<file path="src/rtl/core/lhmm_pkg.sv">
`timescale 1ns / 1ps
// lhmm_pkg: shared types and constants of the luma histogram block.
// No dependencies; used by lhmm_ctrl, lhmm_datapath and luma_histogram_min_max.
package lhmm_pkg;

	// Histogram geometry
	localparam int BIN_COUNT   = 256;
	localparam int LEVEL_W     = $clog2(BIN_COUNT);
	localparam int COUNT_WIDTH = 24;
	localparam logic [COUNT_WIDTH-1:0] COUNT_MAX = '1;

	// Luma weights over 1000
	localparam int SUM_W = 18;
	localparam logic [SUM_W-1:0] WEIGHT_R = SUM_W'(299);
	localparam logic [SUM_W-1:0] WEIGHT_G = SUM_W'(587);
	localparam logic [SUM_W-1:0] WEIGHT_B = SUM_W'(114);

	// Divide by 1000: ceil(2^28 / 1000), exact for every sum below 2^18
	localparam int DIV_SHIFT = 28;
	localparam int RECIP_W   = 19;
	localparam logic [RECIP_W-1:0] DIV_RECIP = RECIP_W'(268436);
	localparam int PROD_W    = SUM_W + RECIP_W;

	// Result levels of an empty histogram
	localparam logic [LEVEL_W-1:0] LEVEL_LOW  = '0;
	localparam logic [LEVEL_W-1:0] LEVEL_HIGH = '1;

	typedef struct packed {
		logic [7:0] red;
		logic [7:0] green;
		logic [7:0] blue;
		logic       first_of_frame;
		logic       last_of_frame;
	} pixel_t;

	typedef struct packed {
		logic [LEVEL_W-1:0] min_level;
		logic [LEVEL_W-1:0] max_level;
		logic               all_empty;
	} result_t;

	// Controller to datapath
	typedef struct packed {
		logic capture;
		logic divide;
		logic read;
		logic write;
		logic scan_init;
		logic scan_step;
		logic finish;
	} cmd_t;

	// Datapath to controller
	typedef struct packed {
		logic scan_last;
	} status_t;

endpackage

</file>
<file path="src/rtl/core/lhmm_ctrl.sv">
`timescale 1ns / 1ps
// lhmm_ctrl: sequencer for one pixel beat and the end-of-frame occupancy scan.
// Depends on lhmm_pkg (cmd_t, status_t).
module lhmm_ctrl (
	input  logic              clk,
	input  logic              arst_n,
	input  logic              start,
	input  logic              last_of_frame,
	input  lhmm_pkg::status_t status,
	output logic              busy,
	output lhmm_pkg::cmd_t    cmd
);

	localparam logic [2:0] ST_IDLE  = 3'd0;
	localparam logic [2:0] ST_DIV   = 3'd1;
	localparam logic [2:0] ST_READ  = 3'd2;
	localparam logic [2:0] ST_WRITE = 3'd3;
	localparam logic [2:0] ST_SCAN  = 3'd4;

	logic [2:0] state_q;
	logic [2:0] state_nxt;
	logic       last_q;
	logic       accept;

	assign busy   = (state_q != ST_IDLE);
	assign accept = start && !busy;

	// Next state and commands
	always_comb begin
		state_nxt = state_q;
		cmd       = '0;
		unique case (state_q)
			ST_IDLE: begin
				if (accept) begin
					cmd.capture = 1'b1;
					state_nxt   = ST_DIV;
				end
			end
			ST_DIV: begin
				cmd.divide = 1'b1;
				state_nxt  = ST_READ;
			end
			ST_READ: begin
				cmd.read  = 1'b1;
				state_nxt = ST_WRITE;
			end
			ST_WRITE: begin
				cmd.write = 1'b1;
				if (last_q) begin
					cmd.scan_init = 1'b1;
					state_nxt     = ST_SCAN;
				end else begin
					state_nxt = ST_IDLE;
				end
			end
			ST_SCAN: begin
				cmd.scan_step = 1'b1;
				if (status.scan_last) begin
					cmd.finish = 1'b1;
					state_nxt  = ST_IDLE;
				end
			end
			default: begin
				state_nxt = ST_IDLE;
			end
		endcase
	end

	// State register
	always_ff @(posedge clk or negedge arst_n) begin
		if (!arst_n) begin
			state_q <= ST_IDLE;
			last_q  <= 1'b0;
		end else begin
			state_q <= state_nxt;
			if (accept) begin
				last_q <= last_of_frame;
			end
		end
	end

	// Checks
	a_finish_from_scan: assert property (@(posedge clk) disable iff (!arst_n)
		cmd.finish |-> (state_q == ST_SCAN) && status.scan_last)
		else $error("finish outside the last scan step");

	a_accept_goes_busy: assert property (@(posedge clk) disable iff (!arst_n)
		accept |=> busy && (state_q == ST_DIV))
		else $error("accepted beat did not start processing");

	a_scan_holds: assert property (@(posedge clk) disable iff (!arst_n)
		(state_q == ST_SCAN) && !status.scan_last |=> (state_q == ST_SCAN))
		else $error("scan left early");

endmodule

</file>
<file path="src/rtl/core/lhmm_datapath.sv">
`timescale 1ns / 1ps
// lhmm_datapath: luma arithmetic, histogram memory with occupancy bits, min/max scan.
// Depends on lhmm_pkg (pixel_t, result_t, cmd_t, status_t and constants).
module lhmm_datapath (
	input  logic              clk,
	input  logic              arst_n,
	input  lhmm_pkg::pixel_t  pixel,
	input  lhmm_pkg::cmd_t    cmd,
	output lhmm_pkg::status_t status,
	output lhmm_pkg::result_t result,
	output logic              done
);

	logic [lhmm_pkg::SUM_W-1:0]       sum_s1;
	logic [lhmm_pkg::PROD_W-1:0]      prod;
	logic [lhmm_pkg::LEVEL_W-1:0]     level_s2;
	logic [lhmm_pkg::COUNT_WIDTH-1:0] cnt_s3;
	logic                             hit_s3;
	logic [lhmm_pkg::COUNT_WIDTH-1:0] cnt_old;
	logic [lhmm_pkg::COUNT_WIDTH-1:0] cnt_new;

	logic [lhmm_pkg::COUNT_WIDTH-1:0] mem [lhmm_pkg::BIN_COUNT];
	logic [lhmm_pkg::BIN_COUNT-1:0]   valid_q;

	logic [lhmm_pkg::LEVEL_W-1:0]     idx_q;
	logic [lhmm_pkg::LEVEL_W-1:0]     lo_q;
	logic [lhmm_pkg::LEVEL_W-1:0]     hi_q;
	logic                             any_q;
	logic                             occ;
	logic [lhmm_pkg::LEVEL_W-1:0]     lo_nxt;
	logic [lhmm_pkg::LEVEL_W-1:0]     hi_nxt;
	logic                             any_nxt;
	lhmm_pkg::result_t                result_q;
	logic                             done_q;

	// Weighted sum, constant multiplies only
	always_ff @(posedge clk) begin
		if (cmd.capture) begin
			sum_s1 <= lhmm_pkg::WEIGHT_R * lhmm_pkg::SUM_W'(pixel.red)
			        + lhmm_pkg::WEIGHT_G * lhmm_pkg::SUM_W'(pixel.green)
			        + lhmm_pkg::WEIGHT_B * lhmm_pkg::SUM_W'(pixel.blue);
		end
	end

	// Divide by 1000 through the reciprocal
	assign prod = lhmm_pkg::PROD_W'(sum_s1) * lhmm_pkg::PROD_W'(lhmm_pkg::DIV_RECIP);

	always_ff @(posedge clk) begin
		if (cmd.divide) begin
			level_s2 <= lhmm_pkg::LEVEL_W'(prod >> lhmm_pkg::DIV_SHIFT);
		end
	end

	// Histogram memory: registered read, write back of the saturated count
	always_ff @(posedge clk) begin
		if (cmd.read) begin
			cnt_s3 <= mem[level_s2];
		end
		if (cmd.write) begin
			mem[level_s2] <= cnt_new;
		end
	end

	always_ff @(posedge clk) begin
		if (cmd.read) begin
			hit_s3 <= valid_q[level_s2];
		end
	end

	assign cnt_old = hit_s3 ? cnt_s3 : '0;
	assign cnt_new = (cnt_old == lhmm_pkg::COUNT_MAX) ? cnt_old
	               : cnt_old + lhmm_pkg::COUNT_WIDTH'(1);

	// Occupancy bits; an entry without one reads as zero
	always_ff @(posedge clk or negedge arst_n) begin
		if (!arst_n) begin
			valid_q <= '0;
		end else begin
			if (cmd.capture && pixel.first_of_frame) begin
				valid_q <= '0;
			end else if (cmd.write) begin
				valid_q[level_s2] <= 1'b1;
			end
		end
	end

	// Scan of occupancy bits, one bin per cycle
	assign occ     = valid_q[idx_q];
	assign lo_nxt  = (occ && !any_q) ? idx_q : lo_q;
	assign hi_nxt  = occ ? idx_q : hi_q;
	assign any_nxt = any_q | occ;

	assign status.scan_last = (idx_q == lhmm_pkg::LEVEL_HIGH);

	always_ff @(posedge clk or negedge arst_n) begin
		if (!arst_n) begin
			idx_q <= '0;
			lo_q  <= lhmm_pkg::LEVEL_HIGH;
			hi_q  <= lhmm_pkg::LEVEL_LOW;
			any_q <= 1'b0;
		end else begin
			if (cmd.scan_init) begin
				idx_q <= '0;
				lo_q  <= lhmm_pkg::LEVEL_HIGH;
				hi_q  <= lhmm_pkg::LEVEL_LOW;
				any_q <= 1'b0;
			end else if (cmd.scan_step) begin
				idx_q <= idx_q + lhmm_pkg::LEVEL_W'(1);
				lo_q  <= lo_nxt;
				hi_q  <= hi_nxt;
				any_q <= any_nxt;
			end
		end
	end

	// Result register and one-cycle strobe
	always_ff @(posedge clk) begin
		if (cmd.finish) begin
			result_q.min_level <= lo_nxt;
			result_q.max_level <= hi_nxt;
			result_q.all_empty <= !any_nxt;
		end
	end

	always_ff @(posedge clk or negedge arst_n) begin
		if (!arst_n) begin
			done_q <= 1'b0;
		end else begin
			done_q <= cmd.finish;
		end
	end

	assign result = result_q;
	assign done   = done_q;

	// Checks
	a_write_marks_bin: assert property (@(posedge clk) disable iff (!arst_n)
		cmd.write |=> valid_q[level_s2])
		else $error("written bin not marked occupied");

	a_min_not_above_max: assert property (@(posedge clk) disable iff (!arst_n)
		done_q && !result_q.all_empty |-> (result_q.min_level <= result_q.max_level))
		else $error("min level above max level");

	a_empty_levels: assert property (@(posedge clk) disable iff (!arst_n)
		done_q && result_q.all_empty |->
			(result_q.min_level == lhmm_pkg::LEVEL_HIGH) &&
			(result_q.max_level == lhmm_pkg::LEVEL_LOW))
		else $error("empty result with wrong levels");

endmodule

</file>
<file path="src/rtl/core/luma_histogram_min_max.sv">
`timescale 1ns / 1ps
// Luma histogram with lowest and highest occupied gray level.
// Depends on lhmm_pkg, lhmm_ctrl and lhmm_datapath.
//
// A pixel beat is taken when start is high and busy is low. Each pixel is turned into
// a gray level (299*R + 587*G + 114*B) div 1000 and its 24-bit bin counter is
// incremented, saturating at its maximum. A pixel marked first_of_frame clears the
// histogram before it is counted. Each pixel passes through capture and weighted sum,
// reciprocal multiply, histogram read and write back in turn, and no new beat is taken
// before its write back, owing to the read-modify-write on the single histogram memory.
// A pixel marked last_of_frame adds a scan of the 256 bin occupancy bits, one bin per
// cycle; the result appears on result with done high for exactly one cycle, rising as
// busy falls. The receiver cannot stall: the result must be taken in that cycle. Reset
// leaves the histogram empty at once, with no clearing pass.
module luma_histogram_min_max (
	input  logic              clk,
	input  logic              arst_n,
	input  logic              start,
	output logic              busy,
	input  lhmm_pkg::pixel_t  pixel,
	output lhmm_pkg::result_t result,
	output logic              done
);

	lhmm_pkg::cmd_t    cmd;
	lhmm_pkg::status_t status;

	lhmm_ctrl u_ctrl (
		.clk           (clk),
		.arst_n        (arst_n),
		.start         (start),
		.last_of_frame (pixel.last_of_frame),
		.status        (status),
		.busy          (busy),
		.cmd           (cmd)
	);

	lhmm_datapath u_datapath (
		.clk    (clk),
		.arst_n (arst_n),
		.pixel  (pixel),
		.cmd    (cmd),
		.status (status),
		.result (result),
		.done   (done)
	);

endmodule
</file>
<file path="config.mk">
export PLATFORM = sky130hd
export DESIGN_NAME = luma_histogram_min_max
export DESIGN_NICKNAME = d
export VERILOG_FILES = /design/src/rtl/core/lhmm_pkg.sv /design/src/rtl/core/lhmm_ctrl.sv /design/src/rtl/core/lhmm_datapath.sv /design/src/rtl/core/luma_histogram_min_max.sv
export SDC_FILE = /design/constraint.sdc
export NUM_CORES = 1
export LEC_CHECK = 0
export BUFFER_PORTS_ARGS = -buffer_cell sky130_fd_sc_hd__clkbuf_2
export CAP_MARGIN = 20
export CORE_MARGIN = 5
export CORE_UTILIZATION = 45
export DETAILED_ROUTE_END_ITERATION = 7
export SYNTH_ARGS = -nofsm -noshare
export SYNTH_HDL_FRONTEND = slang
export SYNTH_SLANG_ARGS = --single-unit
</file>
<file path="constraint.sdc">
create_clock -name clk -period 5.5 [get_ports clk]
set_clock_uncertainty 0.1 [all_clocks]
set_input_delay 0.55 -clock clk [delete_from_list [all_inputs] [get_ports clk]]
set_output_delay 0.55 -clock clk [all_outputs]
set_load 0.02 [all_outputs]
</file>
Word-level counts from Yosys, hierarchy flattened
Index checks and enable logic that the tools add are counted.
{ "totals": {"output_inout_bits": 19, "in_bits": 29, "word_cells": 71, "reg_bits": 329} }
{ "classes": {"reduce_logical": 12, "n_mux": 27, "addsub": 3, "multipliers": 4, "n_eq_ne": 7, "order_cmp": 3, "bitwise": 2} }
{ "op_table": {"columns": ["cell", "count"], "rows": [
  ["$mux W256", 2],
  ["$or A256 B256 Y256", 1],
  ["$mux W8", 8],
  ["$mul A18 B17 Y34 const B", 1],
  ["$add A17 B18 Y18", 1],
  ["$add A18 B15 Y18", 1],
  ["$lt A8 B9 Y1 const B", 2],
  ["$mul A10 B8 Y18 const A", 1],
  ["$mul A9 B8 Y17 const A", 1],
  ["$pmux W3 S5", 1],
  ["$mul A6 B8 Y14 const A", 1],
  ["$mux W1", 9],
  ["$mux W3", 3],
  ["$add A8 B1 Y8 const B", 1],
  ["$bmux W1 S8", 1],
  ["$demux W1 S8", 1],
  ["$eq A8 B8 Y1 const B", 1],
  ["$ge A8 B1 Y1 const B", 1],
  ["$eq A3 B2 Y1 const B", 2],
  ["$logic_and A1 B1 Y1", 4],
  ["$mux W2", 2],
  ["$reduce_bool A2 Y1", 2],
  ["$eq A3 B1 Y1 const B", 1],
  ["$eq A3 B3 Y1 const B", 1],
  ["other kinds (7)", 9]
]} }

Logic depth before layout (Yosys ltp)
Gate-level depths: netlist of the first run.
{ "depth": {"word_depth": 7, "depth_mapped": 26, "depth_no_buf": 26} }

Cells and area by module
A second synthesis of the first run with hierarchy kept.
{ "hier_totals": {"cells_unflattened": 2119, "area_unflattened_um2": 21922.3} }
{ "by_module_without_submodules": {"columns": ["module", "instances", "seq_area_each_um2", "cells_per_inst", "area_each_um2"], "rows": [
  ["lhmm_datapath", 1, 8358.0, 2096, 21660.8],
  ["lhmm_ctrl", 1, 100.1, 23, 261.5]
]} }

Worst setup path after synthesis of the first run
OpenSTA, ideal clock, no wires.
{ "synth_timing": {"kind": "in2reg", "startpoint": "in pixel[2] in the netlist's numbering", "endpoint": "reg u_datapath.sum_s1[17] in the netlist's numbering, data pin", "required_ns": 5.137, "path_stages": 21, "arrival_time_ns": 5.761, "path_slack_ns": -0.624, "n_path_buf": 0, "setup_time_ns": 0.263, "cell_sequence": "fa_1 inv_1 fa_1 inv_1 ha_1 ha_1 inv_1 fa_1 xnor2_1 ha_1 fa_1 inv_1 fa_1 fa_1 inv_1 ha_1 and3_1 a211oi_1 nor3_1 a311oi_1 xnor2_1"} }
{ "synth_between": {"elab_chain_len": 2} }
{ "synth_lines": {"columns": ["element", "line_no", "rtl"], "rows": [
  ["start, declared", "luma_histogram_min_max.sv:20", "input lhmm_pkg::pixel_t pixel,"],
  ["$mul A6 B8 Y14", "lhmm_datapath.sv:41", "+ lhmm_pkg::WEIGHT_B * lhmm_pkg::SUM_W'(pixel.blue);"],
  ["$add A18 B15 Y18", "lhmm_datapath.sv:41", null],
  ["end signal, assigned", "lhmm_datapath.sv:39", "sum_s1 <= lhmm_pkg::WEIGHT_R * lhmm_pkg::SUM_W'(pixel.red)"],
  ["end, declared", "lhmm_datapath.sv:14", "logic [lhmm_pkg::SUM_W-1:0] sum_s1;"]
]} }
No other way between the ends.
A chain may end at the register's enable or synchronous reset.

Final worst setup path of the first run
{ "layout_timing": {"startpoint": "in pixel[2] in the netlist's numbering", "endpoint": "reg u_datapath.sum_s1[16] in the netlist's numbering, data pin"} }
Same word-level chain as after synthesis.

==> results of run 1 <==
cells in the mapped netlist (all sizes together), types with 26 or more instances:
cell type,n
mux4,64
nor2,303
nand2,46
o21ai,27
buf,29
a21oi,294
dfrtp,278
edfxtp,43
xnor2,26
fa,118
clkbuf,64
ha,248
inv,286
layer usage:
layer,GRT usage (%),part of all wire (%),vias up
met5,0,0,-
met4,5.90,2.7,0
met3,2.26,4.1,97
met2,35.9,51,382
met1,26.5,42,7676
li1,-,-,7039
flip-flops by register name, summed over array words and instances (netlist names):
register / count
u_datapath.hi_q: 8
u_datapath.valid_q: 256
u_datapath.idx_q: 8
u_datapath.any_q: 1
u_datapath.sum_s1: 18
u_datapath.result: 17
u_datapath.level_s2: 8
u_ctrl.last_q: 1
u_datapath.lo_q: 8
u_datapath.done: 1
u_ctrl.state_q: 3
worst reg2reg max path: stages, from the launching register on:
cell and delay [ns]:
sky130_fd_sc_hd__edfxtp_1 0.50, sky130_fd_sc_hd__ha_1 0.33, sky130_fd_sc_hd__ha_2 0.17, sky130_fd_sc_hd__inv_2 0.04, sky130_fd_sc_hd__fa_1 0.53, sky130_fd_sc_hd__inv_1 0.05
sky130_fd_sc_hd__fa_1 0.47, sky130_fd_sc_hd__fa_1 0.57, sky130_fd_sc_hd__fa_1 0.46, sky130_fd_sc_hd__ha_4 0.30, sky130_fd_sc_hd__nand3_4 0.08, sky130_fd_sc_hd__nor3_4 0.14
sky130_fd_sc_hd__buf_6 0.12, sky130_fd_sc_hd__nand4_1 0.17, sky130_fd_sc_hd__a311oi_4 0.43, sky130_fd_sc_hd__o31ai_4 0.12, sky130_fd_sc_hd__a2111oi_4 0.30, sky130_fd_sc_hd__buf_4 0.17
sky130_fd_sc_hd__nor2_2 0.03, sky130_fd_sc_hd__xnor2_1 0.11
metrics by stage:
stage | cells | setup TNS (ns) | worst slack (ns) | cell area (um2) | utilization [%]
after floorplan | 2017 | -1.56 | -0.413 | 21500 | -
after global placement | 2701 | -5.91 | -0.743 | 23000 | 48.5
after CTS | 2770 | -0.274 | -0.101 | 24500 | 51.5
after detailed placement | 2701 | -6.37 | -0.760 | 23000 | 48.5
after global routing | 2779 | -1.78 | -0.310 | 24700 | 52.0
final | 2779 | -0.237 | -0.0840 | 24700 | 52.0
logic make-up after synthesis:
group	Yosys count	share of synthesized area [%]
and+or+nand+nor	433	8.50
buffers and inverters	379	7.10
DFF	329	39.4
adders and majority gates	366	25.5
AOI/OAI and AO/OA	401	10.7
muxes	75	7.41
xor gates and xnor gates	34	1.39
final timing paths:
| check | startpoint | endpoint | cells past startpoint |
|---|---|---|---|
| max reg2reg | u_datapath.sum_s1[8]$_DFFE_PP_ | u_datapath.level_s2[5]$_DFFE_PP_ | 19 |
| min reg2reg | u_datapath.valid_q[51]$_DFFE_PN0P_ | u_datapath.valid_q[51]$_DFFE_PN0P_ | 2 |
| min | arst_n | u_datapath.done$_DFF_PN0_ | 1 |
| max in group asynchronous | arst_n | u_datapath.idx_q[1]$_DFFE_PN0P_ | 2 |
| max | pixel[2] | u_datapath.sum_s1[16]$_DFFE_PP_ | 26 |
| min in group clk | pixel[0] | u_ctrl.last_q$_DFFE_PN0P_ | 2 |
final cells by class:
class | instances | area (um2) | share of cell area (%)
Multi-Input combinational cell | 1309 | 11900 | 48.2
Sequential cell | 329 | 8460 | 34.3
Timing Repair Buffer | 175 | 1290 | 5.23
Clock buffer | 53 | 1090 | 4.41
Inverter | 286 | 1070 | 4.35
Tap cell | 615 | 769 | 3.12
Clock inverter | 12 | 92.6 | 0.375
what timing repair did:
action | 4_1_cts | 5_1_grt
setup buffers | 5 | 9
pin swaps | 39 | 29
hold buffers | 0 | 0
gates resized for setup | 40 | 31
setup endpoints to repair | 11 | 12
==> Implementation_results.wiki, run 1 <==
{| class="wikitable"
! Metric !! Value
|-
| Outcome || complete, but fails checks
|-
| Violated checks || negative setup slack
|-
| Min Tclk post-route || 5.58 ns
|-
| Root Driver || sky130_fd_sc_hd__clkbuf_16
|-
| Synthesized netlist net count || 2412
|-
| Endpoints failing hold || 0
|-
| Critical Path Slowest Stage Cell || sky130_fd_sc_hd__fa_1
|-
| Longest individual stage delay on the worst path || 0.55 ns
|-
| Standard-cell row count || 80
|-
| # port buffers || 47
|-
| Slew headroom || 14.2%
|-
| Endpoints failing setup || 4
|-
| Maximum buffer depth of the clock tree || 3
|-
| Largest cells by area after synthesis || sky130_fd_sc_hd__dfrtp_1, sky130_fd_sc_hd__ha_1, sky130_fd_sc_hd__fa_1
|-
| Buffers & Inverters on Critical Path || 8
|-
| Worst endpoint data arrival time || 5.76 ns
|-
| Fillers || 4203
|-
| Slew at the pin closest to its max-slew limit || 1.29 ns
|-
| Final net count || 2532
|-
| Worst hold margin || 0.00564 ns
|-
| DRT Wirelength || 52900 um
|-
| Per-cell routed wire length || 19.0 um
|-
| Top-level port count || 48
|-
| Setup CP Type || input pin to flop
|-
| CTS tree || yes
|-
| # H-tree levels || 2
|-
| Post-synthesis sequential area ratio || 39.4%
|-
| Layout overhead on the synthesized area || 15.1%
|-
| Peak fanout along the critical path || 3
|-
| Post-detailed-route count of antenna-violating nets || 0
|-
| CP endpoint kind || flop
|-
| GR Overflow Total || 0
|-
| Number of clock sinks || 329
|-
| Via density || 5.47
|-
| Type of origin of the critical path || input pin
|-
| Post-synthesis cell area || 21400 um2
|-
| Leading cell types in the layout, fill and taps excluded || sky130_fd_sc_hd__nor2_1, sky130_fd_sc_hd__a21oi_1, sky130_fd_sc_hd__inv_1, sky130_fd_sc_hd__dfrtp_1, sky130_fd_sc_hd__ha_1
|-
| Most frequent standard cell in the layout excluding fill and tap cells || sky130_fd_sc_hd__nor2_1
|-
| Weighted congestion at the end of routability-driven global placement || 0.830
|-
| Maximum number of pins on one net before global-route repair || 257
|-
| Die X-Extent || 228 um
|-
| Post-layout worst setup margin || -0.0840 ns
|-
| Post-synth top area share || 32.4%
|-
| Ratio of final minimum period to clock period || 102%
|-
| Hold WC Path Type || input pin to async pin
|-
| Max-cap violations || 0
|-
| Core Area || 47400 um2
|-
| Max Clk Rate || 179 MHz
|-
| First-pass detailed-route iteration total || 5
|-
| RSZ-0062 raised after global routing || true
|-
| Number of distinct library cell variants in the gate-level netlist after synthesis || 62
|-
| Most instantiated flip-flop cell in the synthesis netlist || sky130_fd_sc_hd__dfrtp_1
|-
| Register clock-pin slew on the reported worst setup and hold paths || 0.06 ns
|-
| Global-route usage over all layers || 20.3%
|-
| Critical path data required time || 5.68 ns
|-
| HPWL reported at the end of detailed placement || 37000 um
|-
| Async S/R FF share, synth || 86.9%
|-
| Worst reg-to-reg setup slack || 0.06 ns
|-
| Initial Utilization || 45.2%
|-
| Number of synthesized flops with an enable pin || 43
|-
| Later-pin clock latency in the skew report || 0.53 ns
|-
| Number of pins exceeding their max-slew limit in the final report || 0
|-
| Gate Count Post-Synth || 2017
|-
| Number of antenna violations at the first check in global routing || 0
|-
| Number of warning messages in the yosys log || 0
|-
| Drt drc || 0
|-
| Number of vias after detailed routing || 15200
|-
| Cell type contributing the most total cell area after synthesis || sky130_fd_sc_hd__dfrtp_1
|-
| Clock buffer count from CTS || 36
|-
| Initial drt markers || 1006
|-
| Category of cells accounting for the largest share of critical-path delay || adder cells
|-
| Floorplan die height || 228 um
|-
| Antenna diode count || 0
|-
| Register bit total from synthesis || 329
|-
| Area of the die || 52100 um2
|-
| Wire length of the first global-routing pass || 86300 um
|-
| Fraction of final layout cells sized beyond drive strength 1 || 18.1%
|-
| Mean post-synth cell area || 10.6 um2
|-
| Number of global-route vias before repair || 15900
|}
Power of run 1 is left out: the tool's default activity adds up to more than one toggle a clock period on the data nets, which glitch-free logic cannot reach.
==> run 2: changes to the inputs <==
- CTS_CLUSTER_SIZE: default -> 8
- REMOVE_ABC_BUFFERS: default -> 1
==> run 2 against run 1 <==
Compared with the run above: the flow still finishes with violations (negative setup slack); cell count up 0.72%; routed wire length increased by 1.1%; setup slack got worse by 0.12 ns; global-route usage rose by 0.20 points; critical path depth fell by 3; fmax shrank 2.1%; die area did not move; utilization is 0.64 points higher; critical path type unchanged; critical endpoint is now u_datapath.sum_s1[17]$_DFFE_PP_.
==> Implementation_results.wiki, run 2 (synthesized netlist as in run 1, its figures left out) <==
{| class="wikitable"
! Metric !! Value
|-
| Number of clock sinks || 329 (unchanged)
|-
| Number of pins exceeding their max-slew limit in the final report || 0 (unchanged)
|-
| Final net count || 2560 (+1.1%)
|-
| Fillers || 4227 (+0.57%)
|-
| Worst slack, placed || -1.04 ns (-0.278 ns)
|-
| Clock buffer count from CTS || 47 (+31%)
|-
| Post-layout worst setup margin || -0.203 ns (-0.119 ns)
|-
| Number of antenna violations at the first check in global routing || 0 (unchanged)
|-
| Initial drt markers || 1214 (+21%)
|-
| HPWL reported at the end of detailed placement || 36800 um (-0.35%)
|-
| Later-pin clock latency in the skew report || 0.57 ns (+0.04 ns)
|-
| Violated checks || negative setup slack
|-
| Wire length of the first global-routing pass || 86200 um (-0.16%)
|-
| Met2 routed WL || 26900 um (-0.99%)
|-
| Outcome || complete, but fails checks
|-
| Number of flip-flops in the largest register || 256 (unchanged)
|-
| Total met3 wirelength after detailed routing || 2600 um (+19%)
|-
| Most frequent standard cell in the layout excluding fill and tap cells || sky130_fd_sc_hd__nor2_1
|-
| RSZ-0062 raised after global routing || true
|-
| Slew at the pin closest to its max-slew limit || 1.19 ns (-0.101 ns)
|-
| # port buffers || 47 (unchanged)
|-
| Area of the die || 52100 um2 (unchanged)
|-
| Max-cap violations || 0 (unchanged)
|-
| First-pass detailed-route iteration total || 5 (unchanged)
|-
| Initial Utilization || 45.2% (unchanged)
|-
| Fraction of final layout cells sized beyond drive strength 1 || 18.7% (+0.61 points)
|-
| Number of vias after detailed routing || 15300 (+0.91%)
|-
| Critical path data required time || 5.69 ns (about the same)
|-
| Maximum number of pins on one net before global-route repair || 196 (-24%)
|-
| CTS tree || yes
|-
| Uppermost layer routed || met4
|-
| Via density || 5.48 (+0.19%)
|-
| Drt drc || 0 (unchanged)
|-
| Global-route usage over all layers || 20.5% (+0.20 points)
|-
| Footprint of the flip-flops and latches || 8460 um2 (unchanged)
|-
| Register clock-pin slew on the reported worst setup and hold paths || 0.05 ns (about the same)
|-
| Worst endpoint data arrival time || 5.90 ns (+0.14 ns)
|-
| Area of the multi-input gates || 11900 um2 (+0.26%)
|-
| Ratio of final minimum period to clock period || 104% (+2.2 points)
|-
| Post-route met1 wirelength || 22800 um (+3.2%)
|-
| Weighted congestion at the end of routability-driven global placement || 0.865 (+4.1%)
|-
| Die X-Extent || 228 um (unchanged)
|-
| Per-cell routed wire length || 19.1 um (+0.39%)
|-
| Worst hold margin || 0.116 ns (+0.111 ns)
|-
| Maximum buffer depth of the clock tree || 3 (unchanged)
|-
| GR Overflow Total || 0 (unchanged)
|-
| Hold WC Path Type || input pin to flop
|-
| Slew headroom || 21.0% (+6.7 points)
|-
| Endpoints failing setup || 5 (+1)
|-
| Utilization after layout || 52.7% (+0.64 points)
|-
| Number of global-route vias before repair || 15900 (-0.16%)
|-
| Peak fanout along the critical path || 4 (+1)
|-
| Most flop-heavy register || u_datapath.valid_q
|-
| Root Driver || sky130_fd_sc_hd__clkbuf_16
|-
| Standard-cell row count || 80 (unchanged)
|-
| Min Tclk post-route || 5.70 ns (+0.119 ns)
|-
| Core Area || 47400 um2 (unchanged)
|-
| Leading cell types in the layout, fill and taps excluded || sky130_fd_sc_hd__nor2_1, sky130_fd_sc_hd__a21oi_1, sky130_fd_sc_hd__inv_1, sky130_fd_sc_hd__dfrtp_1, sky130_fd_sc_hd__ha_1
|-
| CP endpoint kind || flop
|-
| Post-detailed-route count of antenna-violating nets || 0 (unchanged)
|-
| Antenna diode count || 0 (unchanged)
|-
| Final total negative setup slack || -0.606 ns (-0.369 ns)
|-
| Top-level port count || 48 (unchanged)
|-
| Type of origin of the critical path || input pin
|-
| Setup CP Type || input pin to flop
|-
| DRT Wirelength || 53500 um (+1.1%)
|-
| # H-tree levels || 2 (unchanged)
|-
| Endpoints failing hold || 0 (unchanged)
|-
| Max Clk Rate || 175 MHz (-2.1%)
|-
| Floorplan die height || 228 um (unchanged)
|-
| Layout overhead on the synthesized area || 16.5%
|}
-- run 2: cell count changes in the layout (fill, tap and decap cells not counted), moves of 3 or more --
cell                        delta
sky130_fd_sc_hd__a21oi_1       +6
sky130_fd_sc_hd__a21oi_2       -6
sky130_fd_sc_hd__buf_4        +16
sky130_fd_sc_hd__clkbuf_1      +9
sky130_fd_sc_hd__clkbuf_16    +11
sky130_fd_sc_hd__clkbuf_8      -8
sky130_fd_sc_hd__clkinv_1      -4
sky130_fd_sc_hd__clkinv_2      -5
sky130_fd_sc_hd__ha_4          +3
sky130_fd_sc_hd__inv_1         -3
sky130_fd_sc_hd__inv_2         +3
sky130_fd_sc_hd__nor3_2        +3
-- run 2: path summary, 6_finish.rpt --
path / startpoint / to / slack (ns) / cells past startpoint
worst max-delay path: pixel[3] / u_datapath.sum_s1[17]$_DFFE_PP_ / -0.20 / 23
worst min-delay path: pixel[0] / u_ctrl.last_q$_DFFE_PN0P_ / 0.12 / 2
worst max register to register: u_datapath.sum_s1[6]$_DFFE_PP_ / u_datapath.level_s2[5]$_DFFE_PP_ / 0.11 / 19
worst min register to register: u_datapath.valid_q[154]$_DFFE_PN0P_ / u_datapath.valid_q[154]$_DFFE_PN0P_ / 0.39 / 2
max in group asynchronous: arst_n / u_datapath.valid_q[209]$_DFFE_PN0P_ / 3.26 / 3
min in group asynchronous: arst_n / u_datapath.idx_q[3]$_DFFE_PN0P_ / 0.47 / 2
-- run 2: stage by stage --
stage               std cells  area [um2]
global route             2799       25000
finish                   2799       25000
CTS                      2790       24600
floorplan                1924       21000
detailed placement       2716       23100
global placement         2716       23100
-- run 2: layer usage --
metal  GRT usage, %  up-vias
li1               -     7091
met1           27.2     7727
met2           35.7      428
met3           2.98       86
met4           5.16        0
met5              0        -
-- run 2: timing repair --
action	CTS	global route
resized for setup	30	61
hold buffers	1	0
setup buffers	5	7
gates cloned	0	0
endpoints found under the hold margin	83	0
endpoints found under the setup margin	11	13
pin swaps	37	58
-- run 2: area by class of cell --
type | instances | area share, %
tap | 615 | 3.08
sequential | 329 | 33.9
clock inverter | 2 | 0.110
timing repair buffer | 192 | 5.67
clock buffer | 66 | 5.20
multi-input combinational | 1309 | 47.8
inverter | 286 | 4.30
-- run 2: worst max-delay path: stages --
cell                       delay (ns)
sky130_fd_sc_hd__buf_8           0.10
sky130_fd_sc_hd__fa_1            0.53
sky130_fd_sc_hd__inv_1           0.05
sky130_fd_sc_hd__fa_1            0.49
sky130_fd_sc_hd__inv_1           0.04
sky130_fd_sc_hd__ha_1            0.27
sky130_fd_sc_hd__ha_2            0.18
sky130_fd_sc_hd__inv_2           0.04
sky130_fd_sc_hd__fa_2            0.34
sky130_fd_sc_hd__buf_4           0.15
sky130_fd_sc_hd__xnor2_2         0.12
sky130_fd_sc_hd__ha_1            0.31
sky130_fd_sc_hd__fa_1            0.50
sky130_fd_sc_hd__inv_1           0.05
sky130_fd_sc_hd__fa_2            0.52
sky130_fd_sc_hd__fa_1            0.42
sky130_fd_sc_hd__inv_2           0.08
sky130_fd_sc_hd__ha_4            0.21
sky130_fd_sc_hd__and3_4          0.20
sky130_fd_sc_hd__a211oi_4        0.25
sky130_fd_sc_hd__nor3_2          0.09
sky130_fd_sc_hd__a311oi_1        0.31
sky130_fd_sc_hd__xnor2_1         0.09
Power of run 2 is left out for the same reason.
